`src/design/tked_pkg.sv`:
```
// Shared types, key codes, character constants and key lookups for the escape decoder.
package tked_pkg;

   typedef logic [3:0] key_kind_type;

   localparam key_kind_type K_BYTE  = 4'd0;
   localparam key_kind_type K_ESC   = 4'd1;
   localparam key_kind_type K_UP    = 4'd2;
   localparam key_kind_type K_DOWN  = 4'd3;
   localparam key_kind_type K_RIGHT = 4'd4;
   localparam key_kind_type K_LEFT  = 4'd5;
   localparam key_kind_type K_HOME  = 4'd6;
   localparam key_kind_type K_END   = 4'd7;
   localparam key_kind_type K_DEL   = 4'd8;
   localparam key_kind_type K_PGUP  = 4'd9;
   localparam key_kind_type K_PGDN  = 4'd10;
   localparam key_kind_type K_MOUSE = 4'd11;

   localparam logic [7:0] CH_ESC     = 8'h1B;
   localparam logic [7:0] CH_BRACKET = 8'h5B;  // '['
   localparam logic [7:0] CH_LT      = 8'h3C;  // '<'
   localparam logic [7:0] CH_SS3     = 8'h4F;  // 'O'
   localparam logic [7:0] CH_TILDE   = 8'h7E;  // '~'
   localparam logic [7:0] CH_SEMI    = 8'h3B;  // ';'
   localparam logic [7:0] CH_ZERO    = 8'h30;
   localparam logic [7:0] CH_NINE    = 8'h39;
   localparam logic [7:0] CH_BIG_M   = 8'h4D;
   localparam logic [7:0] CH_SMALL_M = 8'h6D;
   localparam logic [7:0] CH_A       = 8'h41;
   localparam logic [7:0] CH_B       = 8'h42;
   localparam logic [7:0] CH_C       = 8'h43;
   localparam logic [7:0] CH_D       = 8'h44;
   localparam logic [7:0] CH_F       = 8'h46;
   localparam logic [7:0] CH_H       = 8'h48;
   localparam logic [7:0] CH_1       = 8'h31;
   localparam logic [7:0] CH_3       = 8'h33;
   localparam logic [7:0] CH_4       = 8'h34;
   localparam logic [7:0] CH_5       = 8'h35;
   localparam logic [7:0] CH_6       = 8'h36;
   localparam logic [7:0] CH_7       = 8'h37;
   localparam logic [7:0] CH_8       = 8'h38;

   typedef struct packed {
      logic               valid;
      key_kind_type       kind;
      logic [7:0]         key_byte;
      logic signed [16:0] mouse_col;
      logic signed [16:0] mouse_row;
      logic [15:0]        mouse_btn;
   } res_type;

   function automatic key_kind_type tilde_key(input logic [7:0] d);
      key_kind_type k;
      unique case (d)
         CH_1, CH_7: k = K_HOME;
         CH_3:       k = K_DEL;
         CH_4, CH_8: k = K_END;
         CH_5:       k = K_PGUP;
         CH_6:       k = K_PGDN;
         default:    k = K_ESC;
      endcase
      return k;
   endfunction

   function automatic key_kind_type bracket_key(input logic [7:0] b);
      key_kind_type k;
      unique case (b)
         CH_A:    k = K_UP;
         CH_B:    k = K_DOWN;
         CH_C:    k = K_RIGHT;
         CH_D:    k = K_LEFT;
         CH_H:    k = K_HOME;
         CH_F:    k = K_END;
         default: k = K_ESC;
      endcase
      return k;
   endfunction

endpackage

```
`src/design/tked_parse.sv`:
```
// Escape sequence parser: state registers and per-item next-state and result logic.
module tked_parse #(
   parameter int MAX_BODY = 63
) (
   input  logic             clock,
   input  logic             reset,
   input  logic             item_accept,
   input  logic             item_timeout,
   input  logic [7:0]       item_byte,
   output tked_pkg::res_type res
);
   import tked_pkg::*;

   localparam int CW = $clog2(MAX_BODY + 1);

   localparam logic [2:0] PH_IDLE  = 3'd0;
   localparam logic [2:0] PH_ESC1  = 3'd1;
   localparam logic [2:0] PH_ESC2  = 3'd2;
   localparam logic [2:0] PH_TILDE = 3'd3;
   localparam logic [2:0] PH_MOUSE = 3'd4;

   localparam logic [1:0] IDX_DONE = 2'd3;

   logic [2:0]         phase_ff, phase_in;
   logic [7:0]         second_ff, second_in;
   logic [CW-1:0]      count_ff, count_in;
   logic [15:0]        acc_ff [3];
   logic [15:0]        acc_in [3];
   logic [1:0]         idx_ff, idx_in;
   logic               seen_ff, seen_in;
   logic               failed_ff, failed_in;
   logic signed [16:0] col_ff, col_in;
   logic signed [16:0] row_ff, row_in;
   logic [15:0]        btn_ff, btn_in;

   logic        is_digit;
   logic [15:0] acc_sel;
   logic [19:0] acc_wide;
   logic [15:0] acc_sat;
   logic        finish;
   logic        big_m;
   logic        parse_ok;

   assign is_digit = (item_byte >= CH_ZERO) && (item_byte <= CH_NINE);

   always_comb begin
      case (idx_ff)
         2'd0:    acc_sel = acc_ff[0];
         2'd1:    acc_sel = acc_ff[1];
         default: acc_sel = acc_ff[2];
      endcase
      // x*10 as x*8 + x*2, plus the digit value
      acc_wide = 20'({acc_sel, 3'b000}) + 20'({acc_sel, 1'b0}) + 20'(item_byte[3:0]);
      acc_sat  = (acc_wide > 20'hFFFF) ? 16'hFFFF : acc_wide[15:0];
   end

   always_comb begin
      phase_in  = phase_ff;
      second_in = second_ff;
      count_in  = count_ff;
      acc_in    = acc_ff;
      idx_in    = idx_ff;
      seen_in   = seen_ff;
      failed_in = failed_ff;
      finish    = 1'b0;
      big_m     = 1'b0;

      res           = '0;
      res.kind      = K_ESC;

      if (item_accept) begin
         unique case (phase_ff)
            PH_ESC1: begin
               if (item_timeout) begin
                  res.valid = 1'b1;
               end else begin
                  second_in = item_byte;
                  phase_in  = PH_ESC2;
               end
            end
            PH_ESC2: begin
               if (item_timeout) begin
                  res.valid = 1'b1;
               end else if (second_ff == CH_BRACKET && item_byte == CH_LT) begin
                  phase_in  = PH_MOUSE;
                  count_in  = '0;
                  acc_in[0] = '0;
                  acc_in[1] = '0;
                  acc_in[2] = '0;
                  idx_in    = '0;
                  seen_in   = 1'b0;
                  failed_in = 1'b0;
               end else if (second_ff == CH_BRACKET && is_digit) begin
                  second_in = item_byte;
                  phase_in  = PH_TILDE;
               end else if (second_ff == CH_BRACKET) begin
                  res.valid = 1'b1;
                  res.kind  = bracket_key(item_byte);
               end else begin
                  res.valid = 1'b1;
                  if (second_ff == CH_SS3 && item_byte == CH_H) begin
                     res.kind = K_HOME;
                  end else if (second_ff == CH_SS3 && item_byte == CH_F) begin
                     res.kind = K_END;
                  end
               end
            end
            PH_TILDE: begin
               res.valid = 1'b1;
               if (!item_timeout && item_byte == CH_TILDE) begin
                  res.kind = tilde_key(second_ff);
               end
            end
            PH_MOUSE: begin
               if (item_timeout || item_byte == CH_SMALL_M) begin
                  finish = 1'b1;
               end else if (item_byte == CH_BIG_M) begin
                  finish = 1'b1;
                  big_m  = 1'b1;
               end else begin
                  if (!failed_ff && idx_ff != IDX_DONE) begin
                     if (is_digit) begin
                        case (idx_ff)
                           2'd0:    acc_in[0] = acc_sat;
                           2'd1:    acc_in[1] = acc_sat;
                           default: acc_in[2] = acc_sat;
                        endcase
                        seen_in = 1'b1;
                     end else if (item_byte == CH_SEMI && idx_ff < 2'd2) begin
                        if (!seen_ff) begin
                           failed_in = 1'b1;
                        end else begin
                           idx_in  = idx_ff + 2'd1;
                           seen_in = 1'b0;
                        end
                     end else if (idx_ff == 2'd2 && seen_ff) begin
                        idx_in = IDX_DONE;
                     end else begin
                        failed_in = 1'b1;
                     end
                  end
                  count_in = count_ff + CW'(1);
                  if (count_in >= CW'(MAX_BODY)) begin
                     finish = 1'b1;
                  end
               end
            end
            default: begin
               if (!item_timeout) begin
                  if (item_byte == CH_ESC) begin
                     phase_in = PH_ESC1;
                  end else begin
                     res.valid    = 1'b1;
                     res.kind     = K_BYTE;
                     res.key_byte = item_byte;
                  end
               end
            end
         endcase
      end

      parse_ok = !failed_in && (idx_in == IDX_DONE || (idx_in == 2'd2 && seen_in));
      col_in   = col_ff;
      row_in   = row_ff;
      btn_in   = btn_ff;
      if (finish) begin
         res.valid = 1'b1;
         if (parse_ok) begin
            btn_in = acc_in[0];
            col_in = $signed({1'b0, acc_in[1]}) - 17'sd1;
            row_in = $signed({1'b0, acc_in[2]}) - 17'sd1;
            if (big_m) begin
               res.kind = K_MOUSE;
            end
         end
      end
      if (res.valid) begin
         phase_in = PH_IDLE;
      end
      res.mouse_col = col_in;
      res.mouse_row = row_in;
      res.mouse_btn = btn_in;
   end

   always_ff @(posedge clock) begin
      if (reset) begin
         phase_ff  <= PH_IDLE;
         second_ff <= '0;
         count_ff  <= '0;
         acc_ff[0] <= '0;
         acc_ff[1] <= '0;
         acc_ff[2] <= '0;
         idx_ff    <= '0;
         seen_ff   <= 1'b0;
         failed_ff <= 1'b0;
         col_ff    <= '0;
         row_ff    <= '0;
         btn_ff    <= '0;
      end else begin
         phase_ff  <= phase_in;
         second_ff <= second_in;
         count_ff  <= count_in;
         acc_ff    <= acc_in;
         idx_ff    <= idx_in;
         seen_ff   <= seen_in;
         failed_ff <= failed_in;
         col_ff    <= col_in;
         row_ff    <= row_in;
         btn_ff    <= btn_in;
      end
   end

`ifndef SYNTH
   // a mouse body never holds the byte that should have closed it
   a_body_bound: assert property (@(posedge clock) disable iff (reset)
      phase_ff == PH_MOUSE |-> count_ff < CW'(MAX_BODY))
      else $error("mouse body count reached limit without closing");

   // the third number can only complete on a clean parse
   a_done_clean: assert property (@(posedge clock) disable iff (reset)
      idx_ff == IDX_DONE |-> !failed_ff)
      else $error("number index done with parse failure set");

   // only plain bytes carry a byte value
   a_byte_zero: assert property (@(posedge clock) disable iff (reset)
      res.valid && res.kind != K_BYTE |-> res.key_byte == 8'd0)
      else $error("non-byte key with nonzero byte value");

   // a result always returns the parser to idle
   a_idle_after: assert property (@(posedge clock) disable iff (reset)
      res.valid |=> phase_ff == PH_IDLE)
      else $error("parser not idle after a result");
`endif

endmodule

```
`src/design/terminal_key_escape_decoder.sv`:
```
// Top level of the terminal key escape decoder: parser plus two-entry result queue.
//
//   channel  dir  tdata                          tuser
//   req_     in   in_byte                        op (1 = read timeout)
//   rsp_     out  kind, byte, col, row, btn      -
//
// One item per cycle while req_tready is high; each item is parsed in the cycle it is accepted and
// its result, if any, shows on rsp_ the next cycle unless an earlier result
// is still waiting there.
// The result side is an output register plus one skid entry, so input is
// taken while one result waits; req_tready drops only when both are full.
// Reset is synchronous: parser idle, all numbers and mouse registers zero.
module terminal_key_escape_decoder #(
   parameter int MAX_BODY = 63
) (
   input  logic        clock,
   input  logic        reset,
   input  logic        req_tvalid,
   output logic        req_tready,
   input  logic [7:0]  req_tdata,   // [7:0] in_byte
   input  logic        req_tuser,   // [0] op
   output logic        rsp_tvalid,
   input  logic        rsp_tready,
   output logic [63:0] rsp_tdata    // [3:0] key_kind, [11:4] key_byte, [28:12] mouse_col,
                                    // [45:29] mouse_row, [61:46] mouse_btn, [63:62] zero
);
   import tked_pkg::*;

   res_type     res;
   logic        accept;
   logic        push;
   logic        pop;
   logic [63:0] new_data;

   logic        out_valid_ff, out_valid_in;
   logic [63:0] out_data_ff, out_data_in;
   logic        skid_valid_ff, skid_valid_in;
   logic [63:0] skid_data_ff, skid_data_in;

   assign accept = req_tvalid && req_tready;

   tked_parse #(
      .MAX_BODY(MAX_BODY)
   ) u_parse (
      .clock       (clock),
      .reset       (reset),
      .item_accept (accept),
      .item_timeout(req_tuser),
      .item_byte   (req_tdata),
      .res         (res)
   );

   assign new_data = {2'b00, res.mouse_btn, res.mouse_row, res.mouse_col,
                      res.key_byte, res.kind};
   assign push     = res.valid;
   assign pop      = out_valid_ff && rsp_tready;

   always_comb begin
      out_valid_in  = out_valid_ff;
      out_data_in   = out_data_ff;
      skid_valid_in = skid_valid_ff;
      skid_data_in  = skid_data_ff;
      if (pop) begin
         if (skid_valid_ff) begin
            out_data_in = skid_data_ff;
            if (push) begin
               skid_data_in = new_data;
            end else begin
               skid_valid_in = 1'b0;
            end
         end else if (push) begin
            out_data_in = new_data;
         end else begin
            out_valid_in = 1'b0;
         end
      end else if (push) begin
         if (!out_valid_ff) begin
            out_valid_in = 1'b1;
            out_data_in  = new_data;
         end else begin
            skid_valid_in = 1'b1;
            skid_data_in  = new_data;
         end
      end
   end

   always_ff @(posedge clock) begin
      if (reset) begin
         out_valid_ff  <= 1'b0;
         skid_valid_ff <= 1'b0;
      end else begin
         out_valid_ff  <= out_valid_in;
         skid_valid_ff <= skid_valid_in;
      end
      out_data_ff  <= out_data_in;
      skid_data_ff <= skid_data_in;
   end

   assign req_tready = !skid_valid_ff;
   assign rsp_tvalid = out_valid_ff;
   assign rsp_tdata  = out_data_ff;

endmodule

```
`config.mk`:
```
export PLATFORM = sky130hd
export DESIGN_NAME = terminal_key_escape_decoder
export DESIGN_NICKNAME = d
export VERILOG_FILES = /design/src/design/tked_pkg.sv /design/src/design/tked_parse.sv /design/src/design/terminal_key_escape_decoder.sv
export SDC_FILE = /design/constraint.sdc
export NUM_CORES = 1
export LEC_CHECK = 0
export BUFFER_PORTS_ARGS = -buffer_cell sky130_fd_sc_hd__buf_2
export CAP_MARGIN = 40
export CORE_UTILIZATION = 30
export DETAILED_ROUTE_END_ITERATION = 6
export SKIP_LAST_GASP = 1
export SYNTH_ARGS = -nofsm -noshare
export SYNTH_HDL_FRONTEND = slang
export SYNTH_SLANG_ARGS = --single-unit
export TNS_END_PERCENT = 100
```
`constraint.sdc`:
```
create_clock -name clock -period 20 [get_ports clock]
set_clock_uncertainty 0.2 [all_clocks]
set_input_delay 2 -clock clock [delete_from_list [all_inputs] [get_ports clock]]
set_output_delay 2 -clock clock [all_outputs]
set_load 0.005 [all_outputs]
```
==> results.sh <==
export IMPL_r2r_start="u_parse.idx_ff[1]"
export IMPL_layout_common_cells="nor2_1, nand2_1, edfxtp_1, dfxtp_1, a21oi_1"
export IMPL_power_density_nw_per_um2=73.6
export IMPL_start_util=0.305
export IMPL_antenna_found_initial=0
export IMPL_worst_r2r_endpoint="rsp_tdata[43]"
export IMPL_async_reset_ff_frac=0
export IMPL_hold_viol_final=0
export IMPL_synth_ff_type="edfxtp_1"
export IMPL_avgSynthCellArea_sq_um=9.50
export IMPL_rows=74
export IMPL_fin_util=0.347
export IMPL_maxCapViolations=0
export IMPL_max_freq_ghz=0.137
export IMPL_cp_max_fo=21
export IMPL_syn_to_final_growth_pct=13.8
export IMPL_gp_congestion=0.934
export IMPL_min_path_type="flop to flop"
export IMPL_clock_path_buffers=3
export IMPL_first_iter_violations=631
export IMPL_grt_pass1_wl_um=51500
export IMPL_first_pass_iters=5
export IMPL_rrSetupSlack_ps=12680
export IMPL_worst_slew_pin_slew_ps=840
export IMPL_grtUsageTotal=0.154
export IMPL_hold_depth=2
export IMPL_wire_per_inst_um=17.2
export IMPL_finalCriticalPeriod_ps=7320
export IMPL_required_ps=20080
export IMPL_status="completed"
export IMPL_grt_start_max_net_pins=70
export IMPL_ant_nets=0
export IMPL_cts_hold_buf=0
export IMPL_overflow=0
export IMPL_synth_seq_area_share=0.494
export IMPL_dp_hpwl_um=23500
export IMPL_dieHeight_um=206
export IMPL_worstPathArrival_ps=7400
export IMPL_layout_commonest_cell="nor2_1"
export IMPL_port_buffers=76
export IMPL_cts_resized=0
export IMPL_drt_total_wl_um=32600
export IMPL_rsz0062_at_grt="no"
export IMPL_yosys_area_top_type="edfxtp_1"
export IMPL_synth_area_sq_um=12400
export IMPL_grt_pass1_vias=9177
export IMPL_cts_num_sinks=245
export IMPL_hp_start="u_parse.col_ff[14]"
export IMPL_cts_root_buffer="clkbuf_16"
export IMPL_clk_pin_slew_ps=60
export IMPL_cp_start_kind="flop"
export IMPL_fp_dieW_um=206
export IMPL_synth_edf_count=124
export IMPL_num_vias=9801
export IMPL_diodes=0
export IMPL_p_leak_nw=5.73
export IMPL_maxSlewHeadroom=0.438
export IMPL_setup_viol=0
export IMPL_cts_setup_buffers=0
export IMPL_fin_crit_sh=0.366
export IMPL_timing_final_max_slew_violations=0
export IMPL_ff2ff_path_depth=24
export IMPL_synth_cell_types=95
export IMPL_synth_seq_cells=245
export IMPL_viasPerCell=5.16
export IMPL_ios=79
export IMPL_synth_top_area_share=0.299
export IMPL_vdd_ir_drop_max_v=0.0000533
export IMPL_netlist_instances=1310
export IMPL_fin_nets=1403
export IMPL_cp_end_kind="flop"
export IMPL_drcViolationCount=0
export IMPL_tritoncts="yes"
export IMPL_coreArea_sq_um=40800
export IMPL_synthTopCellsByArea="edfxtp_1, dfxtp_1, nor2_1"
export IMPL_hold_end="u_parse.col_ff[14]"
export IMPL_critical_path_class="flop to flop"
export IMPL_drive_gt1_frac=0.137
export IMPL_numCtsBuffers=25
export IMPL_cts_htree_levels=1
export IMPL_fin_setup_tns_ps=0
export IMPL_insertion_delay_ps=550
export IMPL_dieArea_sq_um=42300
export IMPL_yosysWarnings=0
metrics by stage:
stage	hold slack, ps	setup WS [ps]	std cells	total power [mW]	cell area [sq um]
floorplan	249	12590	1311	0.561	12500
global placement	264	12390	1851	0.575	13300
detailed placement	278	12190	1854	0.576	13300
CTS	287	12760	1900	1.05	14200
global route	314	12130	1900	1.08	14200
finish	284	12680	1900	1.04	14200
layout make-up:
| class | instances | area (sq um) |
|---|---|---|
| Inverter | 45 | 169 |
| Timing Repair Buffer | 89 | 512 |
| Sequential cell | 245 | 6150 |
| Clock buffer | 32 | 703 |
| Clock inverter | 14 | 145 |
| Tap cell | 532 | 666 |
| Fill cell | 4110 | 26700 |
| Multi-Input combinational cell | 943 | 5830 |
synthesized netlist by cell type (15+ instances only):
cell and instances:
o21ai_0 49, inv_1 45, nor2_1 188, xnor2_1 23
ha_1 39, and3_1 22, dfxtp_1 121, edfxtp_1 124
a21oi_1 111, buf_2 15, nor2b_1 23, a22oi_1 27
nand3_1 20, mux2i_1 22, nand2_1 141, a21o_1 17
clkbuf_1 54
kinds of logic after synthesis:
| logic type | after synthesis | share of synthesized area |
|---|---|---|
| AOI/OAI and AO/OA | 338 | 0.182 |
| xor gates and xnor gates | 37 | 0.0260 |
| adders and majority gates | 41 | 0.0424 |
| buffers and inverters | 123 | 0.0413 |
| DFF | 245 | 0.494 |
| muxes | 29 | 0.0240 |
| other | 1 | 0.000301 |
| and+or+nand+nor | 496 | 0.190 |
sequential cells by signal (all words and copies together) (netlist names), 2 cells and up:
signal	cells
rsp_tdata	62
skid_data_ff	62
u_parse.acc_ff	48
u_parse.col_ff	17
u_parse.row_ff	17
u_parse.btn_ff	16
u_parse.second_ff	8
u_parse.count_ff	6
u_parse.phase_ff	3
u_parse.idx_ff	2
layer usage:
metal	share of wire	up-vias	track usage
met5	0	-	0
met4	0.019	0	0.0437
met3	0.053	44	0.0247
met2	0.47	244	0.251
met1	0.46	4727	0.210
li1	-	4786	-
power breakdown:
group          switching (mW)  internal, mW
Sequential            0.00212         0.532
Clock                   0.202         0.277
Combinational          0.0204       0.00906
worst max-delay path: stages, from the launching register on:
cell and delay [ps]:
dfxtp_1 340, inv_1 110, ha_1 680, nor2_1 110
buf_4 240, nand2_1 80, nand2_1 130, fa_1 520
fa_1 500, a211oi_2 330, o211ai_2 150, a211oi_1 280
or3_1 160, nand4_1 550, or3_1 590, a22oi_1 290
ha_1 200, inv_1 50, a221oi_1 210, nand2_1 130
a211oi_1 350, o2111a_2 350, nand3_2 120, mux2i_1 240
a31oi_1 120
worst max-delay path by stage:
stage                            from            end  slack (ps)
finish              u_parse.idx_ff[1]  rsp_tdata[43]       12680
global route        u_parse.idx_ff[1]  rsp_tdata[43]       12130
CTS                 u_parse.idx_ff[1]  rsp_tdata[43]       12760
detailed placement       req_tdata[3]  rsp_tdata[43]       12190
global placement         req_tdata[3]  rsp_tdata[43]       12390
floorplan                req_tdata[3]   rsp_tdata[0]       12590
Power figures use the tool's default switching activity.
